<file path="src/hw/rtl/bsc_pkg.sv">
// Shared types, codes and default sizes for the banker's safety check block.
package bsc_pkg;

  localparam int unsigned MAX_PROCS_DEF  = 16;
  localparam int unsigned MAX_RES_DEF    = 8;
  localparam int unsigned VALUE_BITS_DEF = 16;

  // Request command codes (s_tuser)
  localparam logic [1:0] CMD_LOAD_ALLOC = 2'd0;
  localparam logic [1:0] CMD_LOAD_MAX   = 2'd1;
  localparam logic [1:0] CMD_LOAD_AVAIL = 2'd2;
  localparam logic [1:0] CMD_RUN        = 2'd3;

  // Configuration register indexes
  localparam logic CFG_NUM_PROCS = 1'b0;
  localparam logic CFG_NUM_RES   = 1'b1;

  typedef enum logic [3:0] {
    ST_IDLE,
    ST_INIT,
    ST_SKIP,
    ST_WAIT,
    ST_EVAL,
    ST_COMMIT,
    ST_PASS_END,
    ST_OUT_SAFE,
    ST_OUT_UNSAFE
  } state_t;

  typedef struct packed {
    logic load;       // store the accepted load request
    logic init;       // start a run
    logic next_res;   // step resource column
    logic capture;    // latch allocation entry of the current column
    logic next_proc;  // step process row
    logic commit;     // release allocation, append to sequence
    logic restart;    // start another pass
    logic next_out;   // step output position
  } dp_cmd_t;

  typedef struct packed {
    logic proc_done;  // current process already finished
    logic fit;        // need of current column fits working vector
    logic res_last;   // current column is the last in use
    logic proc_last;  // current row is the last in use
    logic all_done;   // every process finished
    logic progress;   // this pass finished a process
    logic out_last;   // output position is the final one
  } dp_sts_t;

endpackage

</file>
<file path="src/hw/rtl/bsc_ctrl.sv">
// Sequencer for loads, the safety scan and result output.
module bsc_ctrl (
  input  logic              clk,
  input  logic              rst,
  input  logic              in_valid,
  input  logic [1:0]        in_cmd,
  input  logic              out_ready,
  input  bsc_pkg::dp_sts_t  sts,
  output bsc_pkg::dp_cmd_t  cmd,
  output logic              in_ready,
  output logic              out_valid,
  output logic              out_safe,
  output logic              out_last
);

  bsc_pkg::state_t state, state_next;

  always_ff @(posedge clk) begin
    if (rst) begin
      state <= bsc_pkg::ST_IDLE;
    end else begin
      state <= state_next;
    end
  end

  always_comb begin
    state_next = state;
    case (state)
      bsc_pkg::ST_IDLE: begin
        if (in_valid && in_cmd == bsc_pkg::CMD_RUN) state_next = bsc_pkg::ST_INIT;
      end
      bsc_pkg::ST_INIT: state_next = bsc_pkg::ST_SKIP;
      bsc_pkg::ST_SKIP: begin
        if (!sts.proc_done) state_next = bsc_pkg::ST_WAIT;
        else if (sts.proc_last) state_next = bsc_pkg::ST_PASS_END;
      end
      bsc_pkg::ST_WAIT: state_next = bsc_pkg::ST_EVAL;
      bsc_pkg::ST_EVAL: begin
        if (!sts.fit) begin
          state_next = sts.proc_last ? bsc_pkg::ST_PASS_END : bsc_pkg::ST_SKIP;
        end else if (sts.res_last) begin
          state_next = bsc_pkg::ST_COMMIT;
        end else begin
          state_next = bsc_pkg::ST_WAIT;
        end
      end
      bsc_pkg::ST_COMMIT: begin
        state_next = sts.proc_last ? bsc_pkg::ST_PASS_END : bsc_pkg::ST_SKIP;
      end
      bsc_pkg::ST_PASS_END: begin
        if (sts.all_done) state_next = bsc_pkg::ST_OUT_SAFE;
        else if (!sts.progress) state_next = bsc_pkg::ST_OUT_UNSAFE;
        else state_next = bsc_pkg::ST_SKIP;
      end
      bsc_pkg::ST_OUT_SAFE: begin
        if (out_ready && sts.out_last) state_next = bsc_pkg::ST_IDLE;
      end
      bsc_pkg::ST_OUT_UNSAFE: begin
        if (out_ready) state_next = bsc_pkg::ST_IDLE;
      end
      default: state_next = bsc_pkg::ST_IDLE;
    endcase
  end

  always_comb begin
    cmd       = '0;
    in_ready  = 1'b0;
    out_valid = 1'b0;
    out_safe  = 1'b0;
    out_last  = 1'b0;
    case (state)
      bsc_pkg::ST_IDLE: begin
        in_ready = 1'b1;
        cmd.load = in_valid && in_cmd != bsc_pkg::CMD_RUN;
      end
      bsc_pkg::ST_INIT: cmd.init = 1'b1;
      bsc_pkg::ST_SKIP: cmd.next_proc = sts.proc_done && !sts.proc_last;
      bsc_pkg::ST_WAIT: ;
      bsc_pkg::ST_EVAL: begin
        cmd.capture   = 1'b1;
        cmd.next_res  = sts.fit && !sts.res_last;
        cmd.next_proc = !sts.fit && !sts.proc_last;
      end
      bsc_pkg::ST_COMMIT: begin
        cmd.commit    = 1'b1;
        cmd.next_proc = !sts.proc_last;
      end
      bsc_pkg::ST_PASS_END: cmd.restart = !sts.all_done && sts.progress;
      bsc_pkg::ST_OUT_SAFE: begin
        out_valid    = 1'b1;
        out_safe     = 1'b1;
        out_last     = sts.out_last;
        cmd.next_out = out_ready;
      end
      bsc_pkg::ST_OUT_UNSAFE: begin
        out_valid = 1'b1;
        out_last  = 1'b1;
      end
      default: ;
    endcase
  end

endmodule

</file>
<file path="config.mk">
export PLATFORM = sky130hd
export DESIGN_NAME = bsc_ctrl
export DESIGN_NICKNAME = d
export VERILOG_FILES = /design/src/hw/rtl/bsc_pkg.sv /design/src/hw/rtl/bsc_ctrl.sv
export SDC_FILE = /design/constraint.sdc
export NUM_CORES = 1
export LEC_CHECK = 0
export ABC_AREA = 1
export BUFFER_PORTS_ARGS = -buffer_cell sky130_fd_sc_hd__clkbuf_2
export CAP_MARGIN = 10
export CORE_AREA = 5 5 42 44
export CTS_BUF_LIST = sky130_fd_sc_hd__clkbuf_16
export DETAILED_ROUTE_END_ITERATION = 16
export DIE_AREA = 0 0 47 49
export PLACE_DENSITY = 0.75
export RECOVER_POWER = 100
export SYNTH_ARGS = -nofsm -noshare
export SYNTH_HDL_FRONTEND = slang
export SYNTH_SLANG_ARGS = --single-unit
</file>
<file path="constraint.sdc">
create_clock -name clk -period 1.3 [get_ports clk]
set_input_delay 0.195 -clock clk [delete_from_list [all_inputs] [get_ports clk]]
set_output_delay 0.195 -clock clk [all_outputs]
set_load 0.005 [all_outputs]
</file>
Yosys cells after proc, flatten, opt, wreduce, memory -nomap -nowiden
Index checks and enable logic that the tools add are counted.
{"block": "op_classes", "n_eq_ne": 14, "reduce_logical": 14, "mux": 22}
{"op": "4-bit case mux with 9 select lines", "n": 1}
{"op": "4-bit 2-to-1 mux", "n": 7}
{"op": "4-bit by 3-bit equality test with 1-bit output (second input constant)", "n": 4}
{"op": "3-bit 2-to-1 mux", "n": 3}
{"op": "4-bit by 2-bit equality test with 1-bit output (second input constant)", "n": 2}
{"op": "1-bit 2-to-1 mux", "n": 8}
{"op": "2-bit inequality test (second input constant)", "n": 4}
{"op": "1-bit logical AND", "n": 7}
{"op": "4-bit by 1-bit equality test with 1-bit output (second input constant)", "n": 1}
{"op": "4-bit equality test (second input constant)", "n": 1}
{"op": "1-bit zero test", "n": 4}
{"op": "4-bit zero test", "n": 1}
{"op": "4-bit AND reduction", "n": 1}
{"op": "3-bit inequality test (second input constant)", "n": 1}
{"op": "1-bit case mux with 3 select lines", "n": 1}
{"op": "2-bit equality test (second input constant)", "n": 1}
{"op": "2-bit 2-to-1 mux", "n": 1}
{"op": "1-bit case mux with 2 select lines", "n": 1}
{"op": "2-bit OR reduction", "n": 1}
{"block": "word_totals", "register_bits": 4, "elab_cells": 51, "output_inout_bits": 12}

Depth between registers and ports, before layout
{"block": "logic_depth", "depth_word": 4, "mapped_depth": 8}

Least setup slack after synthesis
OpenSTA, ideal clock, no wires.
{"block": "synth_timing", "kind": "register -> output", "start": "register state[3]", "end": "output port cmd[3] in the netlist's numbering", "arrival_ns": 0.919, "stages_incl_launch_ff": 6, "setup_slack_ns": 0.186, "cell_sequence": "dfxtp_1 inv_2 nand2_4 nor2_2 a21oi_1 o21ai_0"}
{"item": "start, declared", "line": "bsc_ctrl.sv:16", "rtl": "bsc_pkg::state_t state, state_next;"}
{"item": "start signal, assigned", "line": "bsc_ctrl.sv:20", "rtl": "state <= bsc_pkg::ST_IDLE;"}
{"item": "start signal, assigned", "line": "bsc_ctrl.sv:22", "rtl": "state <= state_next;"}
{"item": "end, declared", "line": "bsc_ctrl.sv:9", "rtl": "output bsc_pkg::dp_cmd_t cmd,"}

==> qor.yml <==
timing:
  skew_ns: 0.00199
  post-route-period-util_pct: 106
  slew_headroom_pct: 85.9
  finalCriticalPeriod_ns: 1.38
  fin_ws_ns: -0.0754
  tightest_slew_ns: 0.210
  fmax_ghz: 0.727
  finalSetupViolations: 8
  whs_ns: 0.177
  final_max_slew_viol_count: 0
  rsz0062_at_grt: "true"
  hold_viol_final: 0
flow_run:
  max-cap-violations: 0
power:
  p_switching_uw: 208
  peakVddDrop_uv: 510
  clkPwrFrac_pct: 61.8
  power.density_nw_per_um2: 934
  swShare_pct: 26.2
  p_comb_share_pct: 20.9
  seq_power_share_pct: 17.3
  p_leak_nw: 0.423
  power.internal_uw: 586
setup_path:
  crit_path_end_kind: "primary output"
  start_kind: "flip-flop"
  critPathArrivalTime_ns: 1.18
  worstPathRequired_ns: 1.11
  crit_path_max_fanout: 7
  critPathKind: "reg -> out"
synth:
  syn_nets: 92
  yosysWarningCount: 0
  ys_seq_area_share_pct: 17.8
  synthDistinctLibCells: 17
  synthesis.area_um2: 450
  postSynthAreaPerCell_um2: 5.70
  ys_ff_latch: 4
  syn_inst: 79
final_layout:
  fin_nets: 131
  n_fill_cell: 117
  num_antenna_cells: 0
  area_growth_pct: 88.6
  drive_gt1_share_pct: 59.5
  reg.largest.list: "state: 4 flops"
  post-route-util_pct: 60.6
  finalInstanceArea_um2: 850
  largest_register: "state"
  largest_register_ffs: 4
detailed_routing:
  ant_nets: 0
  drtIter0Drc: 17
  post_drt_wl_per_cell_um: 13.7
  vias: 718
  wl_um: 1810
  routed_via_density: 5.44
  drtPass1Iterations: 4
  drcViolationCount: 0
grt:
  antenna_found_initial: 0
  grt_max_degree: 8
  grtUsageMet3_pct: 2.21
  grt_pass1_wl_um: 2480
  grt.total_usage_pct: 14.5
  top_usage_layer: "met2"
  grt_pass1_vias: 635
  grt_remaining_overflow: 0
  grt_use_met1_pct: 15.1
  gr-usage-met2_pct: 24.2
floorplan:
  die_area_um2: 2300
  core_region_area_um2: 1400
  die_w_um: 47
  io_pins: 25
  initial_core_util_pct: 32.1
  die_h_um: 49
  rows: 14
status:
  violations: "setup timing"
  status: "finished with violations"
clock_network:
  cts_htree_levels: 1
  clockBufferDepth: 2
  cts-root-buf: "clkbuf_16"
  path_clk_slew_ns: 0.03
  cts_buffers: 3
  cts_num_sinks: 4
  cts_tree: "built"
  clk_latency_ns: 0.23
place:
  place.port_buffers: 24
  routabilityCongestion: 0.918
  place_hpwl_um: 1150
  post_dp_cell_area_um2: 591
worst_hold_path:
  hold_class: "in -> reg"
==> metal layers <==
metal,wire length (um),vias to the layer above,part of all wire [%]
li1,-,331,-
met1,649,345,36
met2,974,32,54
met3,104,10,5.8
met4,78,0,4.3
met5,0,-,0
==> synth_stat cells (all sizes together) <==
cell type	count	share of area, %
a21oi	6	7.5
dfxtp	4	18
inv	11	9.2
nand2	25	26
nand3	8	8.9
nand4	2	2.8
nor2	17	19
nor4	2	2.8
o211ai	2	3.3
o21ai	2	2.2
==> kinds of logic (layout without fill, tap and decap cells) <==
group           after synthesis  count (layout)  synth area share [%]
buf+inv                      11              48                  9.17
flops                         4               4                  17.8
simple gates                 54              54                  60.0
compound gates               10              10                  13.1
==> metrics by stage <==
step / total power [mW] / TNS (ns) / std cells / worst slack (ns)
6_report: 0.794 / -0.309 / 132 / -0.0754
5_1_grt: 0.832 / -0.852 / 132 / -0.132
4_1_cts: 0.766 / -0.369 / 126 / -0.0929
3_5_place_dp: 0.268 / 0 / 119 / 0.0360
3_3_place_gp: 0.266 / 0 / 119 / 0.0641
2_1_floorplan: 0.217 / 0 / 79 / 0.186
==> critical path, stage by stage, from the launching register on <==
cell and delay, ns:
dfxtp_4 0.37, inv_4 0.09, nand2_2 0.08, nor2_2 0.14, a21oi_1 0.06, o21ai_1 0.10, buf_2 0.12
==> area by class of cell <==
type	count	area (um2)	share of cell area, %
well taps	16	20.0	2.36
flip-flops and latches	4	95.1	11.2
repair buffers	34	195	23.0
inverters	11	51.3	6.04
clock buffers	3	75.1	8.84
multi-input cells	64	413	48.6
==> cells in the final DEF (no fill, tap or decap), types with 2 or more instances in the layout <==
cell type / instances
clkbuf_2: 21
nor2_1: 8
nand2_4: 3
clkbuf_16: 3
o211ai_1: 2
a21oi_1: 3
a21oi_2: 3
nand2_1: 16
buf_2: 3
o21ai_1: 2
nand4_1: 2
buf_4: 10
inv_1: 6
nor2_2: 3
dfxtp_4: 4
nand2_2: 5
inv_4: 4
nor2_4: 6
nand3_1: 7
==> worst paths after layout <==
kind | start | to | slack [ns] | depth (start not counted)
worst max-delay path | state[1] | cmd[3] | -0.08 | 6
worst min-delay path | rst | state[2] | 0.18 | 2
worst max register to register | state[0] | state[1] | 0.04 | 9
worst min register to register | state[1] | state[1] | 0.57 | 2
==> power by group through the flow <==
stage / Combinational [mW] / Sequential, mW / Clock (mW)
5_1_grt: 0.182 / 0.138 / 0.512
3_3_place_gp: 0.129 / 0.137 / 0
3_5_place_dp: 0.130 / 0.138 / 0
2_1_floorplan: 0.0808 / 0.136 / 0
6_report: 0.166 / 0.137 / 0.490
4_1_cts: 0.141 / 0.135 / 0.491
==> what timing repair did <==
action	CTS	global route
resized for setup	21	18
setup buffers	4	6
hold buffers	0	0
endpoints found under the setup margin	9	9
pin swaps	7	5
Power figures use the tool's default switching activity.
