File: config.mk
export PLATFORM = sky130hd
export DESIGN_NAME = bsc_dp
export DESIGN_NICKNAME = d
export VERILOG_FILES = /design/src/hw/rtl/bsc_pkg.sv /design/src/hw/rtl/bsc_ram.sv /design/src/hw/rtl/bsc_dp.sv
export SDC_FILE = /design/constraint.sdc
export NUM_CORES = 2
export LEC_CHECK = 0
export ABC_CLOCK_PERIOD_IN_PS = 4300
export BUFFER_PORTS_ARGS = -buffer_cell sky130_fd_sc_hd__clkbuf_2
export CELL_PAD_IN_SITES_DETAIL_PLACEMENT = 1
export CELL_PAD_IN_SITES_GLOBAL_PLACEMENT = 2
export CORE_ASPECT_RATIO = 0.5
export CORE_MARGIN = 2
export CORE_UTILIZATION = 40
export CTS_BUF_LIST = sky130_fd_sc_hd__clkbuf_8 sky130_fd_sc_hd__clkbuf_16
export CTS_CLUSTER_DIAMETER = 200
export DETAILED_ROUTE_END_ITERATION = 8
export MAX_ROUTING_LAYER = met4
export PLACE_DENSITY = 0.67
export SYNTH_ARGS = -nofsm -noshare
export SYNTH_HDL_FRONTEND = slang
export SYNTH_HIERARCHICAL = 1
export SYNTH_MEMORY_MAX_BITS = 65536
export SYNTH_SLANG_ARGS = --single-unit
File: constraint.sdc
create_clock -name clk -period 4.3 [get_ports clk]
set_input_delay 0.43 -clock clk [delete_from_list [all_inputs] [get_ports clk]]
set_output_delay 0.43 -clock clk [all_outputs]
set_load 0.01 [all_outputs]
File: src/hw/rtl/bsc_pkg.sv
// Shared types, codes and default sizes for the banker's safety check block.
package bsc_pkg;

  localparam int unsigned MAX_PROCS_DEF  = 16;
  localparam int unsigned MAX_RES_DEF    = 8;
  localparam int unsigned VALUE_BITS_DEF = 16;

  // Request command codes (s_tuser)
  localparam logic [1:0] CMD_LOAD_ALLOC = 2'd0;
  localparam logic [1:0] CMD_LOAD_MAX   = 2'd1;
  localparam logic [1:0] CMD_LOAD_AVAIL = 2'd2;
  localparam logic [1:0] CMD_RUN        = 2'd3;

  // Configuration register indexes
  localparam logic CFG_NUM_PROCS = 1'b0;
  localparam logic CFG_NUM_RES   = 1'b1;

  typedef enum logic [3:0] {
    ST_IDLE,
    ST_INIT,
    ST_SKIP,
    ST_WAIT,
    ST_EVAL,
    ST_COMMIT,
    ST_PASS_END,
    ST_OUT_SAFE,
    ST_OUT_UNSAFE
  } state_t;

  typedef struct packed {
    logic load;       // store the accepted load request
    logic init;       // start a run
    logic next_res;   // step resource column
    logic capture;    // latch allocation entry of the current column
    logic next_proc;  // step process row
    logic commit;     // release allocation, append to sequence
    logic restart;    // start another pass
    logic next_out;   // step output position
  } dp_cmd_t;

  typedef struct packed {
    logic proc_done;  // current process already finished
    logic fit;        // need of current column fits working vector
    logic res_last;   // current column is the last in use
    logic proc_last;  // current row is the last in use
    logic all_done;   // every process finished
    logic progress;   // this pass finished a process
    logic out_last;   // output position is the final one
  } dp_sts_t;

endpackage

File: src/hw/rtl/bsc_ram.sv
// Generic single-write, single-read RAM with registered read data.
module bsc_ram #(
  parameter int unsigned WIDTH = 16,
  parameter int unsigned DEPTH = 128,
  localparam int unsigned AW = (DEPTH > 1) ? $clog2(DEPTH) : 1
) (
  input  logic             clk,
  input  logic             we,
  input  logic [AW-1:0]    waddr,
  input  logic [WIDTH-1:0] wdata,
  input  logic [AW-1:0]    raddr,
  output logic [WIDTH-1:0] rdata
);

  logic [WIDTH-1:0] mem [DEPTH];

  always_ff @(posedge clk) begin
    if (we) begin
      mem[waddr] <= wdata;
    end
    rdata <= mem[raddr];
  end

endmodule

File: src/hw/rtl/bsc_dp.sv
// Datapath: matrix stores, working vector, finish flags and safe sequence.
module bsc_dp #(
  parameter int unsigned MAX_PROCS  = bsc_pkg::MAX_PROCS_DEF,
  parameter int unsigned MAX_RES    = bsc_pkg::MAX_RES_DEF,
  parameter int unsigned VALUE_BITS = bsc_pkg::VALUE_BITS_DEF
) (
  input  logic              clk,
  input  logic              rst,
  input  bsc_pkg::dp_cmd_t  cmd,
  output bsc_pkg::dp_sts_t  sts,
  input  logic [1:0]        in_cmd,
  input  logic [3:0]        in_proc,
  input  logic [2:0]        in_res,
  input  logic [15:0]       in_value,
  input  logic              cfg_we,
  input  logic              cfg_index,
  input  logic [4:0]        cfg_data,
  output logic [3:0]        out_proc
);

  localparam int unsigned DEPTH = MAX_PROCS * MAX_RES;
  localparam int unsigned AW    = (DEPTH > 1) ? $clog2(DEPTH) : 1;
  localparam int unsigned PW    = (MAX_PROCS > 1) ? $clog2(MAX_PROCS) : 1;
  localparam int unsigned RW    = (MAX_RES > 1) ? $clog2(MAX_RES) : 1;
  localparam int unsigned NPW   = $clog2(MAX_PROCS + 1);
  localparam int unsigned NRW   = $clog2(MAX_RES + 1);
  localparam int unsigned WB    = VALUE_BITS + $clog2(MAX_PROCS + 1);

  logic [4:0]            num_procs;
  logic [3:0]            num_res;
  logic [NPW-1:0]        np_eff;
  logic [NRW-1:0]        nr_eff;
  logic [VALUE_BITS-1:0] avail_loaded [MAX_RES];
  logic [WB-1:0]         avail_work   [MAX_RES];
  logic [VALUE_BITS-1:0] row          [MAX_RES];
  logic [MAX_PROCS-1:0]  finished;
  logic [PW-1:0]         seq          [MAX_PROCS];
  logic [NPW-1:0]        done_count;
  logic                  progress;
  logic [PW-1:0]         p;
  logic [RW-1:0]         r;
  logic [PW-1:0]         k;
  logic [VALUE_BITS-1:0] alloc_rd, max_rd, need;
  logic [AW-1:0]         waddr, raddr;
  logic [VALUE_BITS-1:0] wvalue;
  logic                  in_range;

  // Effective counts: zero acts as one, saturate at the maximum.
  always_comb begin
    if (num_procs == '0) np_eff = NPW'(1);
    else if (int'(num_procs) > MAX_PROCS) np_eff = NPW'(MAX_PROCS);
    else np_eff = NPW'(num_procs);
    if (num_res == '0) nr_eff = NRW'(1);
    else if (int'(num_res) > MAX_RES) nr_eff = NRW'(MAX_RES);
    else nr_eff = NRW'(num_res);
  end

  always_ff @(posedge clk) begin
    if (rst) begin
      num_procs <= 5'd1;
      num_res   <= 4'd1;
    end else if (cfg_we) begin
      if (cfg_index == bsc_pkg::CFG_NUM_PROCS) num_procs <= cfg_data;
      else num_res <= cfg_data[3:0];
    end
  end

  assign in_range = (int'(in_proc) < MAX_PROCS) && (int'(in_res) < MAX_RES);
  assign waddr    = AW'(int'(in_proc) * MAX_RES + int'(in_res));
  assign raddr    = AW'(int'(p) * MAX_RES + int'(r));
  assign wvalue   = VALUE_BITS'(in_value);

  bsc_ram #(.WIDTH(VALUE_BITS), .DEPTH(DEPTH)) u_alloc (
    .clk(clk), .we(cmd.load && in_range && in_cmd == bsc_pkg::CMD_LOAD_ALLOC),
    .waddr(waddr), .wdata(wvalue), .raddr(raddr), .rdata(alloc_rd)
  );

  bsc_ram #(.WIDTH(VALUE_BITS), .DEPTH(DEPTH)) u_max (
    .clk(clk), .we(cmd.load && in_range && in_cmd == bsc_pkg::CMD_LOAD_MAX),
    .waddr(waddr), .wdata(wvalue), .raddr(raddr), .rdata(max_rd)
  );

  assign need = max_rd - alloc_rd;

  always_comb begin
    sts.proc_done = finished[p];
    sts.fit       = (max_rd <= alloc_rd) || (WB'(need) <= avail_work[r]);
    sts.res_last  = (NRW'(r) + NRW'(1)) == nr_eff;
    sts.proc_last = (NPW'(p) + NPW'(1)) == np_eff;
    sts.all_done  = done_count == np_eff;
    sts.progress  = progress;
    sts.out_last  = (NPW'(k) + NPW'(1)) == np_eff;
  end

  assign out_proc = 4'(seq[k]);

  always_ff @(posedge clk) begin
    if (rst) begin
      finished   <= '0;
      done_count <= '0;
      progress   <= 1'b0;
      p          <= '0;
      r          <= '0;
      k          <= '0;
      for (int i = 0; i < MAX_RES; i++) begin
        avail_loaded[i] <= '0;
        avail_work[i]   <= '0;
      end
      for (int i = 0; i < MAX_PROCS; i++) seq[i] <= '0;
    end else begin
      if (cmd.load && in_cmd == bsc_pkg::CMD_LOAD_AVAIL && int'(in_res) < MAX_RES) begin
        avail_loaded[RW'(in_res)] <= wvalue;
      end
      if (cmd.init) begin
        for (int i = 0; i < MAX_RES; i++) avail_work[i] <= WB'(avail_loaded[i]);
        finished   <= '0;
        done_count <= '0;
      end
      if (cmd.init || cmd.restart) begin
        progress <= 1'b0;
        p        <= '0;
        r        <= '0;
        k        <= '0;
      end
      if (cmd.capture) row[r] <= alloc_rd;
      if (cmd.next_res) r <= r + RW'(1);
      if (cmd.next_proc) begin
        p <= p + PW'(1);
        r <= '0;
      end
      if (cmd.commit) begin
        for (int i = 0; i < MAX_RES; i++) begin
          if (i < int'(nr_eff)) avail_work[i] <= avail_work[i] + WB'(row[i]);
        end
        seq[PW'(done_count)] <= p;
        done_count           <= done_count + NPW'(1);
        finished[p]          <= 1'b1;
        progress             <= 1'b1;
      end
      if (cmd.next_out) k <= k + PW'(1);
    end
  end

endmodule

After elaboration in Yosys (flattened, before gate mapping) --
Memory sizes are Yosys's and may differ from the RTL's. A register that Yosys moved wholly into a read port is not among the register bits. Cells that the tools add are included.
Storage, ports and cells: register bits 42, input bits 42, bits in latches 0, word-level logic and storage cells 185, RAM bits 4584, memory bits (read-only) 0, output and inout bits 11, memories 6
Memory list:
- u_alloc.mem | depth 128, width 16, read ports 1, clocked after Yosys merged registers in 1, write ports 1, RTL line bsc_ram.sv:15 | logic [WIDTH-1:0] mem [DEPTH];
- u_max.mem | depth 128, width 16, read ports 1, clocked after Yosys merged registers in 1, write ports 1, RTL line bsc_ram.sv:15
- avail_work | depth 8, width 21, read ports 9, clocked after Yosys merged registers in 1, write ports 8, RTL line bsc_dp.sv:34 | logic [WB-1:0] avail_work [MAX_RES];
- avail_loaded | depth 8, width 16, read ports 8, clocked after Yosys merged registers in 0, write ports 8, RTL line bsc_dp.sv:33 | logic [VALUE_BITS-1:0] avail_loaded [MAX_RES];
- row | depth 8, width 16, read ports 8, clocked after Yosys merged registers in 0, write ports 1, RTL line bsc_dp.sv:35 | logic [VALUE_BITS-1:0] row [MAX_RES];
- seq | depth 16, width 4, read ports 1, clocked after Yosys merged registers in 1, write ports 16, RTL line bsc_dp.sv:37 | logic [PW-1:0] seq [MAX_PROCS];
Operators by class: $mul 0, equality and inequality tests 6, shift-type cells 0, $add $sub $neg 18, bitwise operators 18, order comparisons 14, reductions and logical operators 19, mux-type cells 96, divide/modulo/power cells 0
Operators by type and width (count):
- 2-to-1 mux 21 bit | 16
- adder 21 x 16 -> 21 bit | 8
- 2-to-1 mux 16 bit | 4
- 2-to-1 mux 1 bit | 56
- 2-to-1 mux 4 bit | 9
- <= comparator 16 x 21 -> 1 bit | 1
- 2-to-1 mux 5 bit | 4
- <= comparator 16 bit | 1
- < comparator 3 x 4 -> 1 bit (first input constant) | 4
- OR 1 bit | 16
- OR 16 bit | 1
- OR reduction 16 bit | 1
- subtractor 16 bit | 1
- equality test 5 bit | 3
- 2-to-1 mux 3 bit | 5
- adder 7 x 3 -> 7 bit | 2
- adder 4 x 1 -> 5 bit (second input constant) | 2
- nonzero test 2 bit | 5
- adder 4 x 1 -> 4 bit (second input constant) | 2
- < comparator 1 x 4 -> 1 bit (first input constant) | 2
- < comparator 2 x 4 -> 1 bit (first input constant) | 2
- adder 5 x 1 -> 5 bit (second input constant) | 1
- greater-than comparator 5 bit (second input constant) | 1
- zero test 5 bit | 1
- other kinds (18) | 23

Longest topological paths before layout --
depth in word-level cells 9, depth in mapped cells 17, gate-level depth less buffers 17

Hierarchy --
Netlist, hierarchy kept.
Modules (own cells, without submodules):
- bsc_ram | sequential area each 61819.3 um2, cells an instance 3086, area an instance 78522.8 um2, times used 2
- bsc_dp | sequential area each 15584.9 um2, cells an instance 2606, area an instance 29743.5 um2, times used 1

Worst setup path after synthesis --
OpenSTA, ideal clock, no wires.
path kind register to register, from register num_res[1], to memory avail_work[2][0] (netlist name), enable pin, clock period less this slack 3.703 ns, library setup time 0.474 ns, arrival 3.229 ns, path slack 0.597 ns, stages on the path, launching flop included 4, cell sequence dfxtp_1 > clkbuf_1 > nand2_1 > o311ai_0
RTL lines:
- start: declaration | RTL line bsc_dp.sv:30 | logic [3:0] num_res;
- start signal: assignment | RTL line bsc_dp.sv:64 | else num_res <= cfg_data[3:0];
- end: declaration | RTL line bsc_dp.sv:34

==> flow_summary_export.csv <==
group,metric,value,unit
outcome,outcome,"finished with violations",
outcome,failed_checks,"negative setup slack",
synthesis,ys_ff_latch,4665,
global_route,grtUsageMet2,0.338,
global_route,gr-usage-met3,0.0307,
worst_setup_path,cp-start-kind,"flop",
drt,drt_iter0_markers,9843,
global_route,grt_pass1_wl,726000,um
global_route,grt_max_degree,132,
place,dp_hpwl,317000,um
synthesis,synth-simple-area-share,0.0316,
sta,relSlewSlack,0.120,
synthesis,netlist_area,187000,um2
worst_setup_path,r2r-end,"u_alloc/rdata[8]",
drt,wl,507000,um
floorplanning,die_h,487,um
global_route,gr-usage-met1,0.317,
place,gp_congestion,0.822,
global_route,antenna_found_initial,57,
layout,fin_area,213000,um2
worst_setup_path,end_kind,"output port",
power_and_ir_drop,cellPowerDensity,437,nW/um2
worst_setup_path,worstPathMaxFanout,3,
synthesis,ys_seq_area_frac,0.745,
sta,hold_viol,0,
clock_network,clkLatencyLatePin,0.98,ns
synthesis,async_flop_share,0,
power_and_ir_drop,leakage,66.1,nW
clock_network,clockRootBuffer,"clkbuf_16",
synthesis,synth.distinct_cells,87,
sta,layout_min_cycle_time,4.86,ns
clock_network,worst_setup_hold_path_clk_slew,0.07,ns
worst_setup_path,r2r_cells,7,
floorplanning,core,465000,um2
job,cap_violations,0,
place,io_buffer_count,52,
clock_network,cts_tree,"yes",
place,post-place-ws,-0.505,ns
synthesis,synth_fa_ha_area_frac,0.0124,
layout,drive_above_1_share,0.285,
clock_network,cts_buffer_depth,4,
worst_setup_path,criticalPathCategory,"flop to output port",
sta,fmax,206,MHz
floorplanning,die_w,970,um
global_route,first_global_vias,94900,
sta,worst_slew_pin_slew,1.32,ns
sta,whs,0.0210,ns
worst_setup_path,critPathArrivalTime,4.43,ns
sta,setup_violations,1,
global_route,busiest_layer,"met2",
worst_hold_path,whs_endpoint,"u_max/mem[21][6]",
worst_setup_path,cp.required,3.87,ns
synthesis,synth_cells,8778,
synthesis,synth_top_cell_area_share,0.736,
synthesis,ys_dominant_reg_cell,"edfxtp_1",
clock_network,cts_sinks,4665,
sta,fin_crit_sh,1.13,
sta,maxSlewViolCount,0,
clock_network,htreeDepth,5,
drt,drc,0,
place,placedInstanceArea,199000,um2
synthesis,syn-num-nets,8999,
sta,setup_ws,-0.565,ns
synthesis,yosysWarnings,6,
worst_hold_path,hp-start,"in_value[6]",
sta,rsz0062_at_grt,"true",
drt,vias_per_cell,5.79,
synthesis,synth_compound_area_frac,0.0214,
drt,detail-route-antenna-nets,0,
worst_setup_path,reg2reg_from,"r[0]",
floorplanning,start_util,0.402,
layout,nNetsFinal,9642,
synthesis,synth_top_family_by_area,"multiplexers",
layout,syn2layout_area_growth,14.1,%
drt,avgRoutedWirePerCell,31.7,um
worst_hold_path,hold-path-cell-count,1,
synthesis,syn_area_per_cell,21.3,um2
worst_setup_path,r2r_setup_slack,0.31,ns
sta,clock-skew-final,0.0812,ns
clock_network,cts_made_buffers,428,
synthesis,synth_top_area_cell,"edfxtp_1",
floorplanning,row_count,177,
synthesis,synth_mux_area_frac,0.173,
synthesis,synth-xor-area-share,0.00553,
global_route,grt_overflow,0,
synthesis,synth_area_leaders,"edfxtp_1 (74%), mux4_2 (17%), ha_1 (1.1%)",
global_route,grtUsageTotal,0.219,
synthesis,synth_edf_count,4579,
drt,firstDrtPassIters,6,
drt,num_vias,92700,
worst_hold_path,min_path_type,"primary input to flop",
floorplanning,die_area,473000,um2
power_and_ir_drop,max-vdd-ir-drop,344,uV
floorplanning,ios,53,
==> sequential cells by signal, summed over array words and instances, names as in the netlist, 5 cells and up, named ones only <==
register / flops
u_alloc/mem: 2048
u_max/mem: 2048
avail_work: 168
avail_loaded: 128
row: 128
seq: 64
finished: 16
u_alloc/rdata: 16
u_max/rdata: 16
done_count: 5
num_procs: 5
==> logic make-up (layout without fill, tap and decap cells) <==
family	after synthesis	in the layout
AO/OA/AOI/OAI	619	619
XOR/XNOR	118	118
multiplexers	1465	1465
other	0	71
buffers and inverters	515	1502
adder cells (fa/ha/maj)	179	179
AND/OR/NAND/NOR	1217	1217
flip-flops	4665	4665
==> worst max path at each step <==
| stage | endpoint | cells after the start | slack, ns | from |
|---|---|---|---|---|
| finish | sts[5] | 18 | -0.56 | u_max/rdata[0] |
| global route | sts[5] | 18 | -0.74 | u_max/rdata[0] |
| CTS | sts[5] | 17 | -0.73 | u_max/rdata[0] |
| detailed placement | sts[5] | 19 | -0.51 | u_max/rdata[0] |
| global placement | sts[5] | 19 | -0.69 | u_max/rdata[0] |
| floorplan | avail_work[2][0] | 3 | 0.60 | num_res[1] |
==> placed cells by master (no fill, tap or decap), types with 21 or more instances in the layout <==
cell type	Yosys	routed
nor2_2	0	41
xnor2_1	65	64
diode_2	0	71
mux2_2	33	33
a211oi_1	40	37
a31oi_1	22	22
o21ai_1	84	81
clkbuf_2	0	34
dlygate4sd3_1	0	25
buf_12	0	86
edfxtp_1	4579	4579
o31ai_1	22	22
or2_2	22	22
clkinv_1	2	106
nor3_1	100	79
nand2b_1	36	36
nand3_1	139	138
a21o_1	66	66
mux2i_1	30	28
xor2_1	53	53
nand4_1	23	23
inv_1	69	160
nor2b_1	32	29
a21oi_1	134	131
nor2_1	390	349
ha_1	170	166
clkbuf_16	0	438
o21ai_0	100	99
bufinv_16	0	34
and2_1	169	169
or3_1	22	22
dfxtp_1	86	73
nor3_2	0	21
mux4_2	1401	1401
clkinv_2	0	59
o21a_1	27	27
buf_4	3	490
nand2_1	203	203
==> cell usage after synthesis (9+ instances only) <==
library cell / number
nor3b_1: 16
o21a_1: 27
mux4_2: 1401
buf_1: 71
a21oi_1: 134
xnor2_1: 65
o21bai_1: 20
nor3_1: 100
edfxtp_1: 4579
dfxtp_1: 86
a211oi_1: 40
mux2i_1: 30
fa_1: 9
o211ai_1: 16
and2_1: 169
o21ai_0: 100
or2_2: 22
or3_1: 22
nand3_1: 139
clkbuf_1: 259
a31oi_1: 22
nor2_1: 390
mux2_2: 33
nor2b_1: 32
ha_1: 170
nand2b_1: 36
xor2_1: 53
buf_2: 107
o21ai_1: 84
and3_1: 20
a21o_1: 66
inv_1: 69
nand2_1: 203
nand4_1: 23
nor4_1: 14
o31ai_1: 22
==> through the flow <==
step	power [mW]	cells	setup TNS, ns	util
3_5_place_dp	56.2	15100	-0.505	0.427
3_3_place_gp	56.1	15100	-0.693	0.427
6_report	93.1	16000	-0.565	0.458
2_1_floorplan	53.8	8778	0	-
4_1_cts	93.8	15900	-0.726	0.458
5_1_grt	95.8	16000	-0.738	0.458
==> worst max-delay path, stage by stage, from the launching register on <==
cell	delay, ns
dfxtp_2	0.33
inv_2	0.04
ha_4	0.15
fa_2	0.34
nor2b_2	0.16
o21ai_2	0.10
a21boi_2	0.21
o21ai_2	0.09
a211oi_2	0.20
buf_4	0.15
mux2i_1	0.19
nand3_1	0.13
ha_2	0.20
a21o_1	0.16
a211oi_2	0.24
o21a_1	0.19
o21ai_2	0.09
o221ai_4	0.33
buf_6	0.16
==> final cells by class <==
cell class                 count  area (um2)
antenna                       71         178
fill                       42300      252000
timing repair buffer         655        6140
clock buffer                 455       11200
multi-input combinational   3598       45900
inverter                      73         274
clock inverter               319        2440
tap                         6175        7730
sequential                  4665      139000
==> what timing repair did <==
| action | 4_1_cts | 5_1_grt |
|---|---|---|
| hold buffers | 25 | 0 |
| resized for setup | 32 | 10 |
| pin swaps | 18 | 23 |
| hold endpoints to repair | 362 | 0 |
| buffers inserted | 6 | 7 |
| setup endpoints to repair | 2 | 1 |
| gates cloned | 1 | 0 |
==> report_power, final <==
part | leakage, nW | internal, mW | switching [mW]
Sequential | 42.4 | 50.2 | 0.256
Clock | 7.02 | 20.8 | 17.0
Combinational | 16.7 | 1.76 | 3.03
Total | 66.1 | 72.8 | 20.3
==> metal layers <==
| metal | vias up | wire length [um] |
|---|---|---|
| met5 | - | 0 |
| met4 | 0 | 9810 |
| met3 | 607 | 30900 |
| met2 | 2841 | 240000 |
| met1 | 51100 | 227000 |
| li1 | 38200 | - |
(Power assumes the default switching activity.)
